==> config.mk <==
export PLATFORM = sky130hd
export DESIGN_NAME = wnpp_ctrl
export DESIGN_NICKNAME = d
export VERILOG_FILES = /design/src/rtl/wnpp_pkg.sv /design/src/rtl/wnpp_ctrl.sv
export VERILOG_INCLUDE_DIRS = /design/src /design/src/rtl
export SDC_FILE = /design/constraint.sdc
export NUM_CORES = 1
export LEC_CHECK = 0
export BUFFER_PORTS_ARGS = -buffer_cell sky130_fd_sc_hd__clkbuf_2
export CAP_MARGIN = 20
export CORE_AREA = 2 2 39 41
export DETAILED_ROUTE_END_ITERATION = 10
export DIE_AREA = 0 0 41 43
export SETUP_SLACK_MARGIN = 0.5
export SLEW_MARGIN = 20
export SYNTH_ARGS = -nofsm -noshare
export SYNTH_HDL_FRONTEND = slang
export SYNTH_SLANG_ARGS = --single-unit
==> constraint.sdc <==
create_clock -name clk -period 3.6 [get_ports clk]
set_input_delay 0.72 -clock clk [delete_from_list [all_inputs] [get_ports clk]]
set_output_delay 0.72 -clock clk [all_outputs]
set_load 0.01 [all_outputs]
==> src/rtl/windowed_nearest_path_point_defines.svh <==
// Assertion macros shared by the controller and datapath RTL files.
`ifndef WINDOWED_NEAREST_PATH_POINT_DEFINES_SVH
`define WINDOWED_NEAREST_PATH_POINT_DEFINES_SVH

// Checks that a condition implies another on the same clock edge.
`define WNP_ASSERT_IMP(lbl, clk, rst_n, a, b) \
  lbl: assert property (@(posedge clk) disable iff (!rst_n) (a) |-> (b)) \
    else $error("assertion failed");

// Checks that a condition implies another on the next clock edge.
`define WNP_ASSERT_NEXT(lbl, clk, rst_n, a, b) \
  lbl: assert property (@(posedge clk) disable iff (!rst_n) (a) |=> (b)) \
    else $error("assertion failed");

`endif

==> src/rtl/wnpp_pkg.sv <==
// ----------------------------------------------------------------------------
// wnpp_pkg
// Types, constants and codes shared by the path point matcher.
// ----------------------------------------------------------------------------
package wnpp_pkg;

  localparam int MaxPoints  = 4096;
  localparam int MaxWindow  = 64;
  localparam int MaxPreview = 32;
  localparam int IdxW       = $clog2(MaxPoints);
  localparam int CntW       = IdxW + 1;

  localparam logic [1:0] FUNC_APPEND  = 2'd0;
  localparam logic [1:0] FUNC_MATCH_M = 2'd1;
  localparam logic [1:0] FUNC_MATCH_S = 2'd2;
  localparam logic [1:0] FUNC_PREVIEW = 2'd3;

  localparam logic [1:0] ST_OK      = 2'd0;
  localparam logic [1:0] ST_FULL    = 2'd1;
  localparam logic [1:0] ST_EMPTY   = 2'd2;
  localparam logic [1:0] ST_NO_PREV = 2'd3;

  typedef struct packed {
    logic [1:0]         func;
    logic signed [23:0] pos_x;
    logic signed [23:0] pos_y;
    logic [5:0]         prev_len;
  } in_item_t;

  typedef struct packed {
    logic [1:0]         status;
    logic [11:0]        point_index;
    logic [25:0]        distance;
    logic signed [23:0] point_x;
    logic signed [23:0] point_y;
    logic               last;
  } out_item_t;

  typedef enum logic [3:0] {
    S_IDLE, S_SHORT, S_APPEND, S_MSCAN, S_MWAIT, S_SQRT, S_MOUT,
    S_PREAD, S_POUT
  } state_t;

  // Commands from controller to datapath.
  typedef struct packed {
    logic latch;      // capture input item
    logic setup;      // load scan range after decode
    logic write_pt;   // store appended point
    logic rd_next;    // issue read at scan address, advance it
    logic cmp;        // compare read point against best
    logic sqrt_start;
    logic sqrt_step;
    logic set_trk;    // move tracker to best
    logic emit;       // present result
    logic emit_kind;  // 0 match/append/short, 1 preview
  } ctl_t;

  // Status from datapath to controller.
  typedef struct packed {
    logic [1:0] func;
    logic       full;
    logic       empty_win;
    logic       no_prev;
    logic       rd_done;   // all reads issued
    logic       sqrt_done;
  } sts_t;

endpackage

==> src/rtl/wnpp_ctrl.sv <==
// ----------------------------------------------------------------------------
// wnpp_ctrl
// Controller state machine sequencing append, match and preview work.
// ----------------------------------------------------------------------------
`include "windowed_nearest_path_point_defines.svh"
module wnpp_ctrl (
  input  logic           clk,
  input  logic           rst_n,
  input  logic           start,
  input  wnpp_pkg::sts_t sts,
  output logic           busy,
  output wnpp_pkg::ctl_t ctl
);
  import wnpp_pkg::*;

  state_t state_r, state_nxt;

  // State register.
  always_ff @(posedge clk) begin
    if (!rst_n) state_r <= S_IDLE;
    else        state_r <= state_nxt;
  end

  // Next state.
  always_comb begin
    state_nxt = state_r;
    unique case (state_r)
      S_IDLE:   if (start) state_nxt = S_SHORT;
      S_SHORT: begin
        unique case (sts.func)
          FUNC_APPEND: state_nxt = S_APPEND;
          FUNC_MATCH_M, FUNC_MATCH_S: state_nxt = sts.empty_win ? S_MOUT : S_MSCAN;
          default: state_nxt = sts.no_prev ? S_MOUT : S_PREAD;
        endcase
      end
      S_APPEND: state_nxt = S_IDLE;
      S_MSCAN:  if (sts.rd_done) state_nxt = S_MWAIT;
      S_MWAIT:  state_nxt = S_SQRT;
      S_SQRT:   if (sts.sqrt_done) state_nxt = S_MOUT;
      S_MOUT:   state_nxt = S_IDLE;
      S_PREAD:  state_nxt = S_POUT;
      S_POUT:   if (sts.rd_done) state_nxt = S_IDLE;
      default:  state_nxt = S_IDLE;
    endcase
  end

  // Outputs.
  always_comb begin
    ctl = '0;
    busy = (state_r != S_IDLE);
    unique case (state_r)
      S_IDLE:   ctl.latch = start;
      S_SHORT:  ctl.setup = 1'b1;
      S_APPEND: begin
        ctl.write_pt = 1'b1;
        ctl.emit = 1'b1;
      end
      S_MSCAN: begin
        ctl.cmp = 1'b1;
        ctl.rd_next = !sts.rd_done;
      end
      S_MWAIT:  ctl.sqrt_start = 1'b1;
      S_SQRT:   ctl.sqrt_step = 1'b1;
      S_MOUT: begin
        ctl.emit = 1'b1;
        ctl.set_trk = !sts.empty_win && !sts.no_prev;
      end
      S_PREAD:  ctl.rd_next = 1'b1;
      S_POUT: begin
        ctl.emit = 1'b1;
        ctl.emit_kind = 1'b1;
        ctl.rd_next = !sts.rd_done;
      end
      default: ;
    endcase
  end

  `WNP_ASSERT_IMP(a_emit_busy, clk, rst_n, ctl.emit, busy)
  `WNP_ASSERT_NEXT(a_latch_busy, clk, rst_n, ctl.latch, busy)
  `WNP_ASSERT_IMP(a_one_cmd, clk, rst_n, busy, !(ctl.write_pt && ctl.cmp))
endmodule

======== Word-level counts from Yosys, hierarchy flattened ========
Index checks and enable logic that the tools add are counted.
storage, ports and cells
  word-level logic and storage cells ...... 44
  output and inout port bits .............. 11
  bits of input ports ..................... 10
  register bits after elaboration ......... 4
operators by class
  reductions and logical operators ........ 11
  multiplexer cells ....................... 18
  equality and inequality tests ........... 14
operators by type and width
  kind                number
  $pmux 4 s7          1
  $eq 4x3->1 const B  4
  $mux 4              4
  $mux 1              10
  $eq 4x2->1 const B  2
  $ne 2x2->1 const B  4
  $pmux 3 s2          1
  $eq 4x1->1 const B  1
  $eq 4x4->1 const B  1
  $logic_not 4->1     1
  $reduce_and 4->1    1
  $reduce_bool 4->1   1
  $reduce_or 2->1     2
  $logic_not 1->1     3
  $mux 3              1
  $reduce_or 3->1     1
  $eq 2x1->1 const B  1
  $eq 2x2->1 const B  1
  $logic_not 2->1     1
  $pmux 1 s2          1
  $logic_and 1x1->1   1

======== Longest topological paths before layout ========
  depth after elaboration ................. 4
  mapped depth ............................ 5
  depth with buffers taken out ............ 5

======== Worst setup path after synthesis ========
OpenSTA, ideal clock, no wires.
  path kind ............................... input to output
  start point ............................. in sts[1] (netlist bit)
  end point ............................... out ctl[6] (netlist bit)
  path slack .............................. 1,705 ps
  arrival time ............................ 1,175 ps
  data required time ...................... 2,880 ps
  cell stages on the path ................. 2
  buffers on the path ..................... 0
  cell sequence ........................... nor4_1 a31o_2
RTL lines
  what             RTL line         text
  start, declared  wnpp_ctrl.sv:10  input wnpp_pkg::sts_t sts,
  end, declared    wnpp_ctrl.sv:12  output wnpp_pkg::ctl_t ctl

==> metrics.txt <==
share of cells above drive strength 1=between 30% and 40%; Die X-Extent=41 microns; Pre-Repair DR Iteration Count=2; Largest Register=state_r; row cnt=14; FF/Latch Area=approximately 80 sq um; Sink Count=4; setup bufs post-CTS=0; pwr dens=~420 nW/um^2; register area share after synthesis=approximately 20%; Top Registers=state_r x4; Remaining Overflow, GRT=0; maximum fanout along the worst path=16; Min-Delay Path Class=reg -> reg; Hold Crit Depth=2; diode count=0; DRC Markers=0; die span in y=43 microns; CP startpoint=state_r[2]$_SDFFE_PN0P_; static leakage=0.260 nW; Data arrival, critical path=1.54 ns; Worst setup EP type=output pin; Longest Clk Path Bufs=2; CORE AREA=roughly 1400 sq um; Synth warnings=0; ys async rst share=0%; final hold violations=0; H-tree levels=1; DP Wirelength=691 microns; Pwr Total=about 220 uW; Final Slew Violations=0; Tot GR Track Use=a little under an eighth; Syn Nets=between 60 and 70; Detailed Route WL=~890 microns; Primary FF master, synth=dfxtp_1; Setup CP Type=reg -> out; final-layout fill cell count=around 150; fin area=between 500 and 600 sq um; Hold Path Origin=state_r[0]$_SDFFE_PN0P_; Initial DRC Count=3; initial antenna violation count=0; Final period util=about 63%; crit start category=flop; # hold bufs at CTS=0; Initial Util=between 20% and 30%; Critical Path RT=2.88 ns; mean post-synth cell area=about 7.4 sq um; Core Util, Final=a little under two fifths; global-route wire length before repair=1.41 mm; area occupied by multi-input gates=287 sq um; CP Cell Sequence=or2b_1 -> nor4_1 -> clkbuf_2; Die Outline Area=about 1800 sq um; fmax=around 440 MHz; CTS tree=built; status=completed; post-layout min period=approximately 2.3 ns; Tightest Pin Transition=about 0.50 ns; vias=433; clock slew at reported path FFs=approximately 0.030 ns; Mapped Cells=55; clk_lat worst skew=between 0.2 and 0.25 ns; # port buffers=19; I/O pin cnt=21; final setup TNS=0 ns; Max Cap Viol=0; clk_skew=0.00105 ns; Routed Antenna Nets=0; fin nets=a little under 90; reg2reg start=state_r[2]$_SDFFE_PN0P_; FF+latch count, synth=4; Peak VDD IR=~0.18 mV; largest net degree at the start of global routing=17; setup violators final=0; post-placement cell area=between 400 and 500 sq um; max reg flops=4; largest stage delay on the critical path=~0.62 ns; slew margin rel.=around 67%; vias in the first global route=380; Vias per Instance=4.81; RSZ-0062 raised after global routing=no; routed len/inst=between 9 and 10 microns; Register-to-Register Path Depth=4; Slowest cell on crit path=dfxtp_1; post-synth cell types=27; total CTS buffers=3; Routability Congestion=roughly 0.72; root buf cell=clkbuf_4; synthesized area=between 400 and 500 sq um; Post-synth EDFFs=0; post-cts sizing count=0; area delta synth->final=28.1%
[through the flow]
step | std cells | setup slack, ns | hold slack [ns]
2_1_floorplan | 55 | 1.71 | 0.594
4_1_cts | 90 | 1.34 | 0.667
6_report | 90 | 1.34 | 0.659
3_5_place_dp | 87 | 1.46 | 0.658
3_3_place_gp | 87 | 1.47 | 0.662
5_1_grt | 90 | 1.23 | 0.729
[logic make-up (layout without fill, tap and decap cells)]
family	count (synthesis)	in the layout	share of synthesized area, %
muxes	1	1	2.47
AOI/OAI and AO/OA	11	11	22.8
and+or+nand+nor	30	30	39.2
buffers and inverters	7	26	9.57
adders and majority gates	2	2	6.17
DFF	4	4	19.8
[cells in the final DEF, fill, tap and decap left out]
| cell | n |
|---|---|
| nor2_2 | 1 |
| a2bb2oi_2 | 1 |
| o22ai_1 | 1 |
| mux2i_1 | 1 |
| a31o_2 | 1 |
| nand2b_1 | 5 |
| o32ai_1 | 1 |
| o31ai_1 | 2 |
| nand2_2 | 1 |
| nor3_1 | 5 |
| nand2_1 | 3 |
| nor2_1 | 7 |
| a32oi_1 | 1 |
| inv_1 | 4 |
| o21a_1 | 2 |
| nor2b_1 | 2 |
| a32o_1 | 1 |
| dfxtp_1 | 4 |
| or2b_1 | 1 |
| a21oi_1 | 1 |
| ha_1 | 2 |
| clkbuf_2 | 19 |
| and3_1 | 2 |
| nor4_1 | 2 |
| clkbuf_4 | 3 |
| nand3b_1 | 1 |
[cell usage after synthesis, drive strengths merged, types with 2 or more instances]
cell type	number	area [sq um]
nand2	4	17.5
and3	2	12.5
buf	3	23.8
dfxtp	4	80.1
nand2b	5	31.3
nor3	5	25.0
ha	2	25.0
nor2	8	32.5
o21a	2	15.0
inv	4	15.0
o31ai	2	15.0
nor4	2	12.5
nor2b	2	12.5
[cell type report]
type | count | area share (%)
clock buffer | 3 | 4.34
inverter | 4 | 2.89
multi-input combinational | 44 | 55.2
sequential | 4 | 15.4
timing repair buffer | 19 | 18.3
tap | 16 | 3.86
[layer usage]
metal	track usage, %	wire length [microns]
met3	1.57	30
met2	16.3	446
met4	9.33	0
met1	14.5	416
met5	0	0
[worst paths after layout]
path	endpoint	slack (ns)
max	ctl[2]	1.34
min	state_r[0]$_SDFFE_PN0P_	0.66
max reg2reg	state_r[0]$_SDFFE_PN0P_	2.17
min reg2reg	state_r[0]$_SDFFE_PN0P_	0.66
[critical path, delay by kind of cell, from the launching register on]
| kind | cells | cell delay [ns] |
|---|---|---|
| AND/OR/NAND/NOR | 2 | 0.52 |
| buffers and inverters | 1 | 0.18 |
| flip-flops | 1 | 0.62 |
[power breakdown]
part           switching, mW  internal, mW
sequential            0.0223        0.0516
combinational         0.0492        0.0444
clock                 0.0155        0.0371
Power figures use the tool's default switching activity.
